$ cat config.mk
export PLATFORM = sky130hd
export DESIGN_NAME = priority_front_deque_with_cancel_flat
export DESIGN_NICKNAME = d
export VERILOG_FILES = /design/src/rtl/pfdq_pkg.sv /design/src/rtl/pfdq_if.sv /design/src/rtl/pfdq_ctrl.sv /design/src/rtl/pfdq_dp.sv /design/src/rtl/priority_front_deque_with_cancel.sv /design/src/flat_wrapper.sv
export VERILOG_INCLUDE_DIRS = /design/src /design/src/rtl
export SDC_FILE = /design/constraint.sdc
export NUM_CORES = 1
export LEC_CHECK = 0
export BUFFER_PORTS_ARGS = -buffer_cell sky130_fd_sc_hd__buf_2
export CAP_MARGIN = 15
export CORE_MARGIN = 2
export CORE_UTILIZATION = 42
export CTS_CLUSTER_DIAMETER = 60
export DETAILED_ROUTE_END_ITERATION = 8
export GPL_TIMING_DRIVEN = 0
export SKIP_CTS_REPAIR_TIMING = 1
export SYNTH_ARGS = -nofsm -noshare
export SYNTH_HDL_FRONTEND = slang
export SYNTH_SLANG_ARGS = --single-unit
$ cat constraint.sdc
create_clock -name clk -period 5.5 [get_ports clk]
set_input_delay 0.275 -clock clk [delete_from_list [all_inputs] [get_ports clk]]
set_output_delay 0.275 -clock clk [all_outputs]
set_load 0.005 [all_outputs]
$ cat src/rtl/priority_front_deque_with_cancel_assert.svh
// ---------------------------------------------------------------------------
// Assertion macros for the priority front deque
// Clocked on clk, disabled while rst_n is low.
// ---------------------------------------------------------------------------
`ifndef PRIORITY_FRONT_DEQUE_WITH_CANCEL_ASSERT_SVH
`define PRIORITY_FRONT_DEQUE_WITH_CANCEL_ASSERT_SVH

// expression holds at every edge
`define PFDQ_ASSERT(lbl, expr, msg) \
  lbl: assert property (@(posedge clk) disable iff (!rst_n) (expr)) else $error(msg);

// antecedent implies consequent in the same cycle
`define PFDQ_ASSERT_IMP(lbl, ante, cons, msg) \
  lbl: assert property (@(posedge clk) disable iff (!rst_n) (ante) |-> (cons)) \
    else $error(msg);

// antecedent implies consequent in the next cycle
`define PFDQ_ASSERT_NXT(lbl, ante, cons, msg) \
  lbl: assert property (@(posedge clk) disable iff (!rst_n) (ante) |=> (cons)) \
    else $error(msg);

`endif

$ cat src/rtl/pfdq_pkg.sv
// ---------------------------------------------------------------------------
// pfdq_pkg
// Shared types, codes and command/status structs of the deque.
// ---------------------------------------------------------------------------
`default_nettype none

package pfdq_pkg;

  localparam int unsigned DEPTH_DEF   = 16;
  localparam int unsigned ID_BITS_DEF = 16;
  localparam int unsigned ACT_W       = 3;
  localparam int unsigned ID_W        = 16;
  localparam int unsigned STATUS_W    = 3;
  localparam int unsigned POS_W       = 2;

  // input actions; codes 5..7 are ignored
  typedef enum logic [ACT_W-1:0] {
    ACT_ADD      = 3'd0,
    ACT_DISPATCH = 3'd1,
    ACT_PEEK     = 3'd2,
    ACT_LIST     = 3'd3,
    ACT_CANCEL   = 3'd4
  } action_t;

  typedef enum logic [STATUS_W-1:0] {
    ST_ADDED      = 3'd0,
    ST_DISPATCHED = 3'd1,
    ST_PEEKED     = 3'd2,
    ST_LISTED     = 3'd3,
    ST_CANCELLED  = 3'd4,
    ST_EMPTY      = 3'd5,
    ST_NOTFOUND   = 3'd6,
    ST_FULL       = 3'd7
  } status_t;

  typedef enum logic [POS_W-1:0] {
    POS_FRONT  = 2'd0,
    POS_MIDDLE = 2'd1,
    POS_REAR   = 2'd2
  } pos_t;

  // where the result identifier comes from
  typedef enum logic [1:0] {
    SRC_ZERO = 2'd0,
    SRC_RD   = 2'd1,
    SRC_CMD  = 2'd2
  } id_src_t;

  typedef enum logic [1:0] {
    WR_FRONT = 2'd0,
    WR_REAR  = 2'd1,
    WR_SHIFT = 2'd2
  } wr_sel_t;

  typedef enum logic {
    RD_IDX      = 1'b0,
    RD_IDX_NEXT = 1'b1
  } rd_sel_t;

  typedef enum logic [3:0] {
    S_IDLE     = 4'd0,
    S_DECODE   = 4'd1,
    S_RESP     = 4'd2,
    S_LIST_RD  = 4'd3,
    S_LIST_OUT = 4'd4,
    S_SRCH_RD  = 4'd5,
    S_SRCH_CMP = 4'd6,
    S_SHIFT_RD = 4'd7,
    S_SHIFT_WR = 4'd8
  } state_t;

  // controller -> datapath
  typedef struct packed {
    logic    latch;
    logic    idx_clr;
    logic    idx_inc;
    logic    rd_en;
    rd_sel_t rd_sel;
    logic    wr_en;
    wr_sel_t wr_sel;
    logic    head_inc;
    logic    head_dec;
    logic    cnt_inc;
    logic    cnt_dec;
    logic    res_set;
    status_t res_status;
    pos_t    res_pos;
    id_src_t res_src;
    logic    out_load;
    logic    out_last;
  } dp_cmd_t;

  // datapath -> controller
  typedef struct packed {
    logic [ACT_W-1:0] act;
    logic             quick;
    logic             empty;
    logic             full;
    logic             idx_zero;
    logic             idx_last;
    logic             match;
    logic             out_free;
  } dp_stat_t;

endpackage

`default_nettype wire

$ cat src/rtl/pfdq_if.sv
// ---------------------------------------------------------------------------
// pfdq channel interfaces
// Valid/ready channels for command items and result items.
// ---------------------------------------------------------------------------
`default_nettype none

interface pfdq_in_if;
  import pfdq_pkg::*;

  logic             valid;
  logic             ready;
  logic [ACT_W-1:0] action;
  logic [ID_W-1:0]  order_id;
  logic             quick;

  modport source (output valid, action, order_id, quick, input ready);
  modport sink   (input valid, action, order_id, quick, output ready);
endinterface

interface pfdq_out_if;
  import pfdq_pkg::*;

  logic                valid;
  logic                ready;
  logic [STATUS_W-1:0] status;
  logic [ID_W-1:0]     result_id;
  logic [POS_W-1:0]    position;
  logic                last;

  modport source (output valid, status, result_id, position, last, input ready);
  modport sink   (input valid, status, result_id, position, last, output ready);
endinterface

`default_nettype wire

$ cat src/rtl/pfdq_ctrl.sv
// ---------------------------------------------------------------------------
// pfdq_ctrl
// Sequencer: decodes each command item and steps the datapath through
// reads, writes, the cancel search and the close-up shift.
// ---------------------------------------------------------------------------
`default_nettype none
`include "priority_front_deque_with_cancel_assert.svh"

module pfdq_ctrl (
  input  wire logic               clk,
  input  wire logic               rst_n,
  input  wire logic               in_valid,
  output logic                    in_ready,
  input  wire pfdq_pkg::dp_stat_t stat,
  output pfdq_pkg::dp_cmd_t       cmd
);
  import pfdq_pkg::*;

  state_t state_r, state_nxt;

  // state register
  always_ff @(posedge clk) begin
    if (!rst_n) begin
      state_r <= S_IDLE;
    end else begin
      state_r <= state_nxt;
    end
  end

  // next state
  always_comb begin
    state_nxt = state_r;
    case (state_r)
      S_IDLE: begin
        if (in_valid) state_nxt = S_DECODE;
      end
      S_DECODE: begin
        case (stat.act)
          ACT_ADD, ACT_DISPATCH, ACT_PEEK: state_nxt = S_RESP;
          ACT_LIST:   state_nxt = stat.empty ? S_RESP : S_LIST_RD;
          ACT_CANCEL: state_nxt = stat.empty ? S_RESP : S_SRCH_RD;
          default:    state_nxt = S_IDLE;
        endcase
      end
      S_RESP: begin
        if (stat.out_free) state_nxt = S_IDLE;
      end
      S_LIST_RD: state_nxt = S_LIST_OUT;
      S_LIST_OUT: begin
        if (stat.out_free) state_nxt = stat.idx_last ? S_IDLE : S_LIST_RD;
      end
      S_SRCH_RD: state_nxt = S_SRCH_CMP;
      S_SRCH_CMP: begin
        if (stat.match) begin
          state_nxt = stat.idx_zero ? S_RESP : S_SHIFT_RD;
        end else begin
          state_nxt = stat.idx_last ? S_RESP : S_SRCH_RD;
        end
      end
      S_SHIFT_RD: state_nxt = stat.idx_last ? S_RESP : S_SHIFT_WR;
      S_SHIFT_WR: state_nxt = S_SHIFT_RD;
      default:    state_nxt = S_IDLE;
    endcase
  end

  // datapath commands
  always_comb begin
    cmd      = '0;
    in_ready = 1'b0;
    case (state_r)
      S_IDLE: begin
        in_ready    = 1'b1;
        cmd.latch   = in_valid;
        cmd.idx_clr = in_valid;
      end
      S_DECODE: begin
        cmd.res_pos = POS_FRONT;
        cmd.res_src = SRC_ZERO;
        case (stat.act)
          ACT_ADD: begin
            cmd.res_set = 1'b1;
            if (stat.full) begin
              cmd.res_status = ST_FULL;
            end else begin
              cmd.res_status = ST_ADDED;
              cmd.wr_en      = 1'b1;
              cmd.wr_sel     = stat.quick ? WR_FRONT : WR_REAR;
              cmd.head_dec   = stat.quick;
              cmd.cnt_inc    = 1'b1;
            end
          end
          ACT_DISPATCH: begin
            cmd.res_set = 1'b1;
            if (stat.empty) begin
              cmd.res_status = ST_EMPTY;
            end else begin
              cmd.res_status = ST_DISPATCHED;
              cmd.res_src    = SRC_RD;
              cmd.rd_en      = 1'b1;
              cmd.rd_sel     = RD_IDX;
              cmd.head_inc   = 1'b1;
              cmd.cnt_dec    = 1'b1;
            end
          end
          ACT_PEEK: begin
            cmd.res_set = 1'b1;
            if (stat.empty) begin
              cmd.res_status = ST_EMPTY;
            end else begin
              cmd.res_status = ST_PEEKED;
              cmd.res_src    = SRC_RD;
              cmd.rd_en      = 1'b1;
              cmd.rd_sel     = RD_IDX;
            end
          end
          ACT_LIST, ACT_CANCEL: begin
            cmd.res_set    = stat.empty;
            cmd.res_status = ST_EMPTY;
          end
          default: cmd.res_set = 1'b0;
        endcase
      end
      S_RESP: begin
        cmd.out_load = stat.out_free;
        cmd.out_last = 1'b1;
      end
      S_LIST_RD: begin
        cmd.rd_en      = 1'b1;
        cmd.rd_sel     = RD_IDX;
        cmd.res_set    = 1'b1;
        cmd.res_status = ST_LISTED;
        cmd.res_pos    = POS_FRONT;
        cmd.res_src    = SRC_RD;
      end
      S_LIST_OUT: begin
        cmd.out_load = stat.out_free;
        cmd.out_last = stat.idx_last;
        cmd.idx_inc  = stat.out_free && !stat.idx_last;
      end
      S_SRCH_RD: begin
        cmd.rd_en  = 1'b1;
        cmd.rd_sel = RD_IDX;
      end
      S_SRCH_CMP: begin
        if (stat.match) begin
          cmd.res_set    = 1'b1;
          cmd.res_status = ST_CANCELLED;
          cmd.res_src    = SRC_CMD;
          if (stat.idx_zero) begin
            cmd.res_pos  = POS_FRONT;
            cmd.head_inc = 1'b1;
            cmd.cnt_dec  = 1'b1;
          end else if (stat.idx_last) begin
            cmd.res_pos = POS_REAR;
          end else begin
            cmd.res_pos = POS_MIDDLE;
          end
        end else if (stat.idx_last) begin
          cmd.res_set    = 1'b1;
          cmd.res_status = ST_NOTFOUND;
          cmd.res_pos    = POS_FRONT;
          cmd.res_src    = SRC_ZERO;
        end else begin
          cmd.idx_inc = 1'b1;
        end
      end
      S_SHIFT_RD: begin
        if (stat.idx_last) begin
          cmd.cnt_dec = 1'b1;
        end else begin
          cmd.rd_en  = 1'b1;
          cmd.rd_sel = RD_IDX_NEXT;
        end
      end
      S_SHIFT_WR: begin
        cmd.wr_en   = 1'b1;
        cmd.wr_sel  = WR_SHIFT;
        cmd.idx_inc = 1'b1;
      end
      default: cmd = '0;
    endcase
  end

  // the final result of an item always returns the sequencer to idle
  `PFDQ_ASSERT_NXT(a_last_to_idle, cmd.out_load && cmd.out_last, state_r == S_IDLE,
    "final result did not return to idle")
  // count and head move one way at a time
  `PFDQ_ASSERT(a_cnt_excl, !(cmd.cnt_inc && cmd.cnt_dec), "count raised and lowered at once")
  `PFDQ_ASSERT(a_head_excl, !(cmd.head_inc && cmd.head_dec), "head moved both ways at once")

endmodule

`default_nettype wire

$ cat src/rtl/pfdq_dp.sv
// ---------------------------------------------------------------------------
// pfdq_dp
// Datapath: circular entry memory with head pointer and count, command
// latch, scan index, result holding registers and the output register.
// ---------------------------------------------------------------------------
`default_nettype none
`include "priority_front_deque_with_cancel_assert.svh"

module pfdq_dp #(
  parameter int unsigned DEPTH   = pfdq_pkg::DEPTH_DEF,
  parameter int unsigned ID_BITS = pfdq_pkg::ID_BITS_DEF
) (
  input  wire logic                             clk,
  input  wire logic                             rst_n,
  input  wire pfdq_pkg::dp_cmd_t                cmd,
  output pfdq_pkg::dp_stat_t                    stat,
  input  wire logic [pfdq_pkg::ACT_W-1:0]       in_action,
  input  wire logic [pfdq_pkg::ID_W-1:0]        in_order_id,
  input  wire logic                             in_quick,
  input  wire logic                             out_ready,
  output logic                                  out_valid,
  output logic [pfdq_pkg::STATUS_W-1:0]         out_status,
  output logic [pfdq_pkg::ID_W-1:0]             out_result_id,
  output logic [pfdq_pkg::POS_W-1:0]            out_position,
  output logic                                  out_last
);
  import pfdq_pkg::*;

  localparam int unsigned PW = $clog2(DEPTH);
  localparam int unsigned CW = $clog2(DEPTH + 1);
  localparam int unsigned SW = (ID_BITS < ID_W) ? ID_BITS : ID_W;
  localparam logic [PW:0]   DEPTH_V   = (PW + 1)'(DEPTH);
  localparam logic [PW-1:0] LAST_SLOT = PW'(DEPTH - 1);
  localparam logic [CW-1:0] FULL_CNT  = CW'(DEPTH);

  logic [SW-1:0]    mem [DEPTH];
  logic [SW-1:0]    rd_r;
  logic [PW-1:0]    head_r;
  logic [CW-1:0]    count_r;
  logic [PW-1:0]    idx_r;
  logic [ACT_W-1:0] cmd_act_r;
  logic [SW-1:0]    cmd_id_r;
  logic             cmd_quick_r;
  status_t          res_status_r;
  pos_t             res_pos_r;
  id_src_t          res_src_r;
  logic             out_valid_r;
  logic [STATUS_W-1:0] out_status_r;
  logic [ID_W-1:0]  out_id_r;
  logic [POS_W-1:0] out_pos_r;
  logic             out_last_r;

  logic [PW-1:0] head_p1, head_m1, rd_addr, wr_addr;
  logic [SW-1:0] wr_data;
  logic          out_free;

  // slot of an offset from the head, one compare-subtract for the wrap
  function automatic logic [PW-1:0] slot_of(logic [PW-1:0] base, logic [PW-1:0] off);
    logic [PW:0] s;
    s = {1'b0, base} + {1'b0, off};
    if (s >= DEPTH_V) s = s - DEPTH_V;
    return s[PW-1:0];
  endfunction

  // pointer and address arithmetic
  always_comb begin
    head_p1 = (head_r == LAST_SLOT) ? '0 : head_r + 1'b1;
    head_m1 = (head_r == '0) ? LAST_SLOT : head_r - 1'b1;
    rd_addr = slot_of(head_r, (cmd.rd_sel == RD_IDX_NEXT) ? idx_r + 1'b1 : idx_r);
    case (cmd.wr_sel)
      WR_FRONT: wr_addr = head_m1;
      WR_REAR:  wr_addr = slot_of(head_r, count_r[PW-1:0]);
      WR_SHIFT: wr_addr = slot_of(head_r, idx_r);
      default:  wr_addr = slot_of(head_r, idx_r);
    endcase
    wr_data = (cmd.wr_sel == WR_SHIFT) ? rd_r : cmd_id_r;
  end

  // entry memory, registered read
  always_ff @(posedge clk) begin
    if (cmd.wr_en) mem[wr_addr] <= wr_data;
    if (cmd.rd_en) rd_r <= mem[rd_addr];
  end

  // command latch
  always_ff @(posedge clk) begin
    if (cmd.latch) begin
      cmd_act_r   <= in_action;
      cmd_id_r    <= in_order_id[SW-1:0];
      cmd_quick_r <= in_quick;
    end
  end

  // head, count and scan index
  always_ff @(posedge clk) begin
    if (!rst_n) begin
      head_r  <= '0;
      count_r <= '0;
      idx_r   <= '0;
    end else begin
      if (cmd.head_inc) head_r <= head_p1;
      else if (cmd.head_dec) head_r <= head_m1;
      if (cmd.cnt_inc) count_r <= count_r + 1'b1;
      else if (cmd.cnt_dec) count_r <= count_r - 1'b1;
      if (cmd.idx_clr) idx_r <= '0;
      else if (cmd.idx_inc) idx_r <= idx_r + 1'b1;
    end
  end

  // pending result fields
  always_ff @(posedge clk) begin
    if (cmd.res_set) begin
      res_status_r <= cmd.res_status;
      res_pos_r    <= cmd.res_pos;
      res_src_r    <= cmd.res_src;
    end
  end

  assign out_free = !out_valid_r || out_ready;

  // output register
  always_ff @(posedge clk) begin
    if (!rst_n) begin
      out_valid_r <= 1'b0;
    end else if (cmd.out_load) begin
      out_valid_r <= 1'b1;
    end else if (out_ready) begin
      out_valid_r <= 1'b0;
    end
  end

  always_ff @(posedge clk) begin
    if (cmd.out_load) begin
      out_status_r <= res_status_r;
      out_pos_r    <= res_pos_r;
      out_last_r   <= cmd.out_last;
      case (res_src_r)
        SRC_RD:  out_id_r <= ID_W'(rd_r);
        SRC_CMD: out_id_r <= ID_W'(cmd_id_r);
        default: out_id_r <= '0;
      endcase
    end
  end

  assign out_valid     = out_valid_r;
  assign out_status    = out_status_r;
  assign out_result_id = out_id_r;
  assign out_position  = out_pos_r;
  assign out_last      = out_last_r;

  // status to the sequencer
  always_comb begin
    stat.act      = cmd_act_r;
    stat.quick    = cmd_quick_r;
    stat.empty    = (count_r == '0);
    stat.full     = (count_r == FULL_CNT);
    stat.idx_zero = (idx_r == '0);
    stat.idx_last = ((CW'(idx_r) + 1'b1) == count_r);
    stat.match    = (rd_r == cmd_id_r);
    stat.out_free = out_free;
  end

  `PFDQ_ASSERT(a_count_bound, count_r <= FULL_CNT, "entry count above depth")
  `PFDQ_ASSERT_IMP(a_no_overfill, cmd.cnt_inc, !stat.full, "add into a full deque")
  `PFDQ_ASSERT_IMP(a_no_underflow, cmd.cnt_dec, !stat.empty, "removal from an empty deque")
  `PFDQ_ASSERT_IMP(a_load_free, cmd.out_load, out_free, "output overwritten before taken")

endmodule

`default_nettype wire

$ cat src/rtl/priority_front_deque_with_cancel.sv
// Add, dispatch, peek and empty/full answers pass through decode and response states.
// List: each entry is read through the memory read port, then loaded into the output register.
// Cancel: entries are read and compared from the front; those behind a match are closed up.
// One item is in work at a time; the next is taken while the last result waits in the
// output register. Reset (rst_n low, synchronous) empties the deque at once; no clear pass.
// ---------------------------------------------------------------------------
// priority_front_deque_with_cancel
// Bounded deque of order identifiers: quick adds at front, others at rear,
// dispatch, peek, list and cancel by identifier.
// ---------------------------------------------------------------------------
`default_nettype none

module priority_front_deque_with_cancel #(
  parameter int unsigned DEPTH   = pfdq_pkg::DEPTH_DEF,
  parameter int unsigned ID_BITS = pfdq_pkg::ID_BITS_DEF
) (
  input  wire logic   clk,
  input  wire logic   rst_n,
  pfdq_in_if.sink     in_ch,
  pfdq_out_if.source  out_ch
);
  import pfdq_pkg::*;

  dp_cmd_t  cmd;
  dp_stat_t stat;

  // sequencer
  pfdq_ctrl u_ctrl (
    .clk      (clk),
    .rst_n    (rst_n),
    .in_valid (in_ch.valid),
    .in_ready (in_ch.ready),
    .stat     (stat),
    .cmd      (cmd)
  );

  // storage and result path
  pfdq_dp #(
    .DEPTH   (DEPTH),
    .ID_BITS (ID_BITS)
  ) u_dp (
    .clk           (clk),
    .rst_n         (rst_n),
    .cmd           (cmd),
    .stat          (stat),
    .in_action     (in_ch.action),
    .in_order_id   (in_ch.order_id),
    .in_quick      (in_ch.quick),
    .out_ready     (out_ch.ready),
    .out_valid     (out_ch.valid),
    .out_status    (out_ch.status),
    .out_result_id (out_ch.result_id),
    .out_position  (out_ch.position),
    .out_last      (out_ch.last)
  );

endmodule

`default_nettype wire

$ cat src/flat_wrapper.sv
// flat-port wrapper written by rule: the top's interface ports become plain ports
module priority_front_deque_with_cancel_flat import pfdq_pkg::*;
#(
  parameter int unsigned DEPTH   = pfdq_pkg::DEPTH_DEF,
  parameter int unsigned ID_BITS = pfdq_pkg::ID_BITS_DEF
)
  (clk, rst_n, in_ch_valid, in_ch_action, in_ch_order_id, in_ch_quick, in_ch_ready, out_ch_valid, out_ch_status, out_ch_result_id, out_ch_position, out_ch_last, out_ch_ready);
  pfdq_in_if in_ch_i ();
  pfdq_out_if out_ch_i ();
  input  wire logic clk;
  input  wire logic rst_n;
  input wire logic [$bits(in_ch_i.valid)-1:0] in_ch_valid;
  input wire logic [$bits(in_ch_i.action)-1:0] in_ch_action;
  input wire logic [$bits(in_ch_i.order_id)-1:0] in_ch_order_id;
  input wire logic [$bits(in_ch_i.quick)-1:0] in_ch_quick;
  output wire logic [$bits(in_ch_i.ready)-1:0] in_ch_ready;
  output wire logic [$bits(out_ch_i.valid)-1:0] out_ch_valid;
  output wire logic [$bits(out_ch_i.status)-1:0] out_ch_status;
  output wire logic [$bits(out_ch_i.result_id)-1:0] out_ch_result_id;
  output wire logic [$bits(out_ch_i.position)-1:0] out_ch_position;
  output wire logic [$bits(out_ch_i.last)-1:0] out_ch_last;
  input wire logic [$bits(out_ch_i.ready)-1:0] out_ch_ready;
  assign in_ch_i.valid = in_ch_valid;
  assign in_ch_i.action = in_ch_action;
  assign in_ch_i.order_id = in_ch_order_id;
  assign in_ch_i.quick = in_ch_quick;
  assign in_ch_ready = in_ch_i.ready;
  assign out_ch_valid = out_ch_i.valid;
  assign out_ch_status = out_ch_i.status;
  assign out_ch_result_id = out_ch_i.result_id;
  assign out_ch_position = out_ch_i.position;
  assign out_ch_last = out_ch_i.last;
  assign out_ch_i.ready = out_ch_ready;
  priority_front_deque_with_cancel #(.DEPTH(DEPTH), .ID_BITS(ID_BITS)) u_core (.clk(clk), .rst_n(rst_n), .in_ch(in_ch_i), .out_ch(out_ch_i));
endmodule
==> results of run 1 <==
==> final cells by class <==
| type | count | area (µm²) |
|---|---|---|
| fill | 2866 | 17200 |
| tap | 455 | 569 |
| sequential | 339 | 10000 |
| multi-input combinational | 462 | 4380 |
| clock buffer | 47 | 1010 |
| inverter | 21 | 78.8 |
| timing repair buffer | 85 | 738 |
| clock inverter | 22 | 185 |
| buffer | 43 | 180 |
==> worst reg2reg max path, cell delays in order (launching register included) <==
cell and delay (ns):
dfxtp_1 0.42, inv_1 0.12, ha_1 0.36, xnor2_1 0.21, o2111a_1 0.33, a21oi_1 0.18
xnor2_1 0.20, ha_1 0.19, inv_1 0.06, fa_1 0.50, clkbuf_1 0.55, clkbuf_1 0.66
mux4_2 0.42, mux2i_1 0.35, mux2i_1 0.19
==> cells by family (layout without fill, tap and decap cells) <==
kind of cell | Yosys count | after routing | synth area share, %
flops | 339 | 339 | 68.5
simple gates | 157 | 157 | 5.16
mux | 140 | 140 | 15.3
compound gates | 109 | 109 | 5.14
buf+inv | 64 | 218 | 1.77
xor+xnor | 36 | 36 | 2.21
fa+ha+maj | 20 | 20 | 1.87
==> power breakdown <==
part	total [mW]	internal (mW)	switching, mW
Sequential	2.90	2.88	0.0213
Combinational	0.308	0.114	0.194
Clock	2.41	1.41	1.01
==> registers in the layout (all words and copies together) (netlist names) <==
signal	flops
u_core.u_dp.cmd_act_r	3
u_core.u_dp.cmd_quick_r	1
u_core.u_dp.out_position	2
u_core.u_dp.count_r	5
u_core.u_dp.mem	256
u_core.u_dp.out_last	1
u_core.u_dp.rd_r	16
u_core.u_dp.head_r	4
u_core.u_dp.res_src_r	2
u_core.u_dp.out_valid	1
u_core.u_dp.cmd_id_r	16
u_core.u_dp.idx_r	4
u_core.u_dp.out_status	3
u_core.u_ctrl.state_r	4
u_core.u_dp.out_result_id	16
u_core.u_dp.res_pos_r	2
u_core.u_dp.res_status_r	3
==> stage by stage <==
stage	setup WS [ns]	utilization, %
global route	0.0355	49.8
floorplan	1.63	-
finish	0.485	49.8
detailed placement	0.553	45.7
global placement	0.552	44.8
CTS	0.548	49.2
==> routing by layer <==
| layer | global-route usage [%] | wire [µm] | up-vias |
|---|---|---|---|
| met5 | 0 | 0 | - |
| met4 | 4.50 | 578 | 0 |
| met2 | 27.9 | 14500 | 176 |
| met3 | 3.02 | 1460 | 48 |
| met1 | 24.6 | 14400 | 3948 |
| li1 | - | - | 3672 |
==> layout by cell type (no fill, tap or decap), drive strengths merged, types with 18 or more instances in the layout <==
| cell type | count |
|---|---|
| a21oi | 22 |
| buf | 80 |
| clkbuf | 75 |
| dfxtp | 18 |
| dlygate4sd3 | 20 |
| edfxtp | 321 |
| inv | 26 |
| mux2i | 59 |
| mux4 | 64 |
| nand2 | 36 |
| nor2 | 58 |
| o21ai | 25 |
| xor2 | 21 |
==> path summary, 6_finish.rpt <==
check / start / to / slack [ns] / cells after the start
max: u_core.u_dp.idx_r[0] / u_core.u_dp.rd_r[10] / 0.49 / 14
min: out_ch_ready / u_core.u_dp.out_valid / 0.21 / 3
max reg2reg: u_core.u_dp.idx_r[0] / u_core.u_dp.rd_r[10] / 0.49 / 14
min reg2reg: u_core.u_dp.res_status_r[0] / u_core.u_dp.out_status[0] / 0.42 / 0
==> impl_metrics.env, run 1 <==
export IMPL_worst_setup_path_start_kind="register"
export IMPL_fp_dieW_um=190
export IMPL_p_total_mw=5.63
export IMPL_holdWs_ns=0.210
export IMPL_syn_num_nets=909
export IMPL_ys_seq_area_share_pct=68.5
export IMPL_synth_top_area_share_pct=66.1
export IMPL_syn_area_per_cell_um2=16.9
export IMPL_synth_top_cells_by_count="321 x edfxtp_1, 64 x mux4_2, 58 x mux2i_1, 58 x nor2_1, 36 x nand2_1"
export IMPL_grt_pass1_vias=7818
export IMPL_diodes=0
export IMPL_period_share_pct=91.2
export IMPL_io_buffer_count=46
export IMPL_powerDensity_nw_per_um2=328
export IMPL_postPlaceCellArea_um2=15700
export IMPL_htreeDepth=2
export IMPL_clk_latency_ns=0.54
export IMPL_fmax_ghz=0.199
export IMPL_drive_above_1_share_pct=22.9
export IMPL_pin_count=48
export IMPL_setup_tns_ns=0
export IMPL_final_cells=1474
export IMPL_synth_top_cells_by_area="edfxtp_1 66%, mux4_2 9.9%, mux2i_1 4.0%"
export IMPL_critPathBufInv=4
export IMPL_fin_crit_ns=5.01
export IMPL_worstMarginPinSlew_ns=1.04
export IMPL_yosys_register_bits=339
export IMPL_finClkSkew_ns=0.0165
export IMPL_yosys_area_top_type="edfxtp_1"
export IMPL_cts_buffer_depth=3
export IMPL_viasPerCell=5.32
export IMPL_dieHeight_um=190
export IMPL_async_flop_share_pct=0
export IMPL_hold_viol_final=0
export IMPL_fin_nets=1034
export IMPL_slew_violations=0
export IMPL_placementRows=68
export IMPL_initial_utilization_pct=42.5
export IMPL_clk_pin_slew_ns=0.06
export IMPL_grt_overflow=0
export IMPL_coreArea_um2=34400
export IMPL_cp_arrival_ns=5.27
export IMPL_antenna_found_initial=0
export IMPL_path_delay_family="buffers and inverters"
export IMPL_postLayoutCellArea_um2=17100
export IMPL_synth_area_um2=14600
export IMPL_finalSetupViolations=0
export IMPL_vias=7844
export IMPL_cpMaxStageDelayCell="clkbuf_1"
export IMPL_cp_required_ns=5.75
export IMPL_synth_most_common_cell="edfxtp_1"
export IMPL_die_area_um2=36300
export IMPL_dp_cells=1384
export IMPL_cts_tree="yes"
export IMPL_post_drt_wl_per_cell_um=21.0
export IMPL_synth_edf_count=321
export IMPL_cts_buffers_inserted=38
export IMPL_drt_iter0_drc=676
export IMPL_cp_end_kind="register"
export IMPL_crit_fanout=10
export IMPL_slew_headroom_pct=30.8
export IMPL_ir_drop_v=0.000219
export IMPL_antenna_left=0
export IMPL_gp_congestion=0.800
export IMPL_dr_pass1_iters=6
export IMPL_syn2layout_area_growth_pct=17.4
export IMPL_synth_cells=865
export IMPL_p_leak_nw=5.60
export IMPL_maxCapViolations=0
export IMPL_wirelength_um=31000
export IMPL_hold_path_class="in -> reg"
export IMPL_ys_warn_count=0
export IMPL_max_stage_delay_ns=0.66
export IMPL_status="completed"
export IMPL_crit_chain="inv_1, ha_1, xnor2_1, o2111a_1, a21oi_1, xnor2_1, ha_1, inv_1, fa_1, clkbuf_1, clkbuf_1, mux4_2, mux2i_1, mux2i_1"
export IMPL_grt_start_max_net_pins=24
export IMPL_drc=0
export IMPL_grt_first_pass_wirelength_um=47300
export IMPL_crit_type="reg -> reg"
export IMPL_synth_main_ff_cell="edfxtp_1"
export IMPL_place_hpwl_um=21100
export IMPL_clock_sinks=339
export IMPL_cts_root_buffer_cell="clkbuf_16"
export IMPL_grt_util_all_layers_pct=17.4
export IMPL_rsz0062_at_grt="false"
export IMPL_synth_cell_type_count=62
(Power assumes the default switching activity.)
==> run 2, diff against run 1 <==
CORE_UTILIZATION = 45   (was 42)
==> run 2 against run 1 <==
Net effect: first-iteration DRC count rose by 1.6%; worst hold slack improved by 0.020 ns; cell count fell by 3.8%; critical path depth did not move; worst setup slack got worse by 0.035 ns; largest power group unchanged; critical path type unchanged.
==> impl_metrics.env, run 2 (synthesis results as in run 1) <==
export IMPL_drt_iter0_drc=687
export IMPL_cp_endpoint="u_core.u_dp.rd_r[10]"
export IMPL_reg2reg_depth=14
export IMPL_slew_headroom_pct=31.5
export IMPL_pin_count=48
export IMPL_largest_reg_flops=256
export IMPL_syn2layout_area_growth_pct=16.8
export IMPL_r2r_start="u_core.u_dp.idx_r[0]"
export IMPL_ir_drop_v=0.000190
export IMPL_maxCapViolations=0
export IMPL_clk_latency_ns=0.53
export IMPL_pwr_share_seq_pct=52.3
export IMPL_cp_end_kind="register"
export IMPL_p_total_mw=5.56
export IMPL_fin_crit_ns=5.05
export IMPL_layout_common_cells="321 x edfxtp_1, 64 x mux4_2, 58 x mux2i_1, 52 x buf_2, 41 x nor2_1"
export IMPL_rsz0062_at_grt="false"
export IMPL_powerDensity_nw_per_um2=326
export IMPL_grt_overflow=0
export IMPL_coreArea_um2=31700
export IMPL_cts_tree="yes"
export IMPL_cts_buffers_inserted=38
export IMPL_worstMarginPinSlew_ns=1.03
export IMPL_drive_above_1_share_pct=23.3
export IMPL_finClkSkew_ns=0.0275
export IMPL_htreeDepth=2
export IMPL_wirelength_um=30600
export IMPL_diodes=0
export IMPL_p_comb_share_pct=5.6
export IMPL_fin_nets=1034
export IMPL_max_stage_delay_ns=0.69
export IMPL_reg2reg_slack_ns=0.45
export IMPL_worst_setup_path_start_kind="register"
export IMPL_grt_first_pass_wirelength_um=46700
export IMPL_sw_frac_of_total_pct=21.8
export IMPL_fp_dieW_um=184
export IMPL_grt_pass1_vias=7840
export IMPL_dr_pass1_iters=5
export IMPL_grt_start_max_net_pins=24
export IMPL_path_delay_family="buffers and inverters"
export IMPL_hold_path_class="in -> reg"
export IMPL_fmax_ghz=0.198
export IMPL_cp_required_ns=5.75
export IMPL_crit_chain="inv_1, ha_1, xnor2_1, o2111a_1, a21oi_1, xnor2_1, ha_1, inv_1, fa_1, clkbuf_1, clkbuf_1, mux4_2, mux2i_1, mux2i_1"
export IMPL_critical_path_cell_count=14
export IMPL_gp_congestion=0.832
export IMPL_critPathBufInv=4
export IMPL_place_hpwl_um=20900
export IMPL_crit_type="reg -> reg"
export IMPL_seq_area_um2=10000
export IMPL_finalSetupViolations=0
export IMPL_crit_fanout=10
export IMPL_crit_start="u_core.u_dp.idx_r[0]"
export IMPL_cts_buffer_depth=3
export IMPL_holdWs_ns=0.230
export IMPL_die_area_um2=33900
export IMPL_viasPerCell=5.59
export IMPL_setup_tns_ns=0
export IMPL_antenna_found_initial=0
export IMPL_dieHeight_um=184
export IMPL_rr_endpoint="u_core.u_dp.rd_r[10]"
export IMPL_drc=0
export IMPL_initial_utilization_pct=46.0
export IMPL_hold_viol_final=0
export IMPL_cts_root_buffer_cell="clkbuf_16"
export IMPL_io_buffer_count=46
export IMPL_slew_violations=0
export IMPL_cp_arrival_ns=5.30
export IMPL_vias=7921
export IMPL_period_share_pct=91.8
export IMPL_multi_input_area_um2=4380
export IMPL_post_drt_wl_per_cell_um=21.6
export IMPL_cpMaxStageDelayCell="clkbuf_1"
export IMPL_fillers=2555
export IMPL_grt_util_all_layers_pct=18.4
export IMPL_final_common_cell="edfxtp_1"
export IMPL_clk_pin_slew_ns=0.06
export IMPL_clock_sinks=339
export IMPL_largest_register="u_core.u_dp.mem"
export IMPL_power_internal_mw=4.35
export IMPL_status="completed"
export IMPL_antenna_left=0
export IMPL_placementRows=65
export IMPL_power_frac_clock_pct=42.2
export IMPL_p_leak_nw=5.59
export IMPL_switchingPower_mw=1.21
==> run 2: changes by cell type in the layout (fill, tap and decap cells not counted), sizes merged <==
cell	delta
clkbuf	-4
clkinv	+4
inv	-3
bufinv	-1
clkinvlp	+1
==> run 2: through the flow <==
stage	utilization [%]	setup WS [ns]	cells	instance area (µm²)
final	53.7	0.450	1418	17000
after global routing	53.7	0.171	1418	17000
after CTS	53.0	0.486	1397	16800
after detailed placement	49.3	0.508	1331	15700
after global placement	48.3	0.544	1313	15300
after floorplan	-	1.63	865	14600
==> run 2: power groups by stage <==
stage               registers (mW)  logic (mW)  clock network [mW]
global placement              2.96       0.282                   0
floorplan                     2.95       0.193                   0
global route                  2.91       0.343                2.50
CTS                           2.90       0.293                2.39
detailed placement            2.96       0.292                   0
finish                        2.90       0.309                2.34
==> run 2: final cells by class <==
class,instances,share of cell area (%)
timing repair buffer,85,4.35
multi-input combinational,462,25.7
sequential,339,58.7
tap,402,2.95
inverter,21,0.463
clock buffer,43,5.82
clock inverter,23,0.991
buffer,43,1.06
==> run 2: per-layer routing <==
metal	vias to the layer above	GRT usage, %	wire length (µm)
met2	230	29.0	14100
met1	3966	26.4	14100
met4	0	5.57	664
li1	3681	-	-
met3	44	3.37	1670
met5	-	0	0
==> run 2: worst register-to-register path: cells and delay by family, from the launching register on <==
| kind | cells | cell delay, ns |
|---|---|---|
| AO/OA/AOI/OAI | 2 | 0.53 |
| flip-flops | 1 | 0.41 |
| XOR/XNOR | 2 | 0.44 |
| buffers and inverters | 4 | 1.40 |
| adder cells (fa/ha/maj) | 3 | 1.03 |
| multiplexers | 3 | 0.97 |
==> run 2: worst min-delay path by stage <==
stage	slack (ns)	from	to	depth (start not counted)
4_1_cts	-0.1	in_ch_order_id[4]	u_core.u_dp.cmd_id_r[4]	1
3_3_place_gp	0.40	u_core.u_dp.res_status_r[1]	u_core.u_dp.out_status[1]	0
5_1_grt	0.27	out_ch_ready	u_core.u_dp.out_valid	3
6_report	0.23	out_ch_ready	u_core.u_dp.out_valid	3
2_1_floorplan	0.37	in_ch_action[0]	u_core.u_dp.cmd_act_r[0]	0
3_5_place_dp	0.41	u_core.u_dp.res_status_r[1]	u_core.u_dp.out_status[1]	0
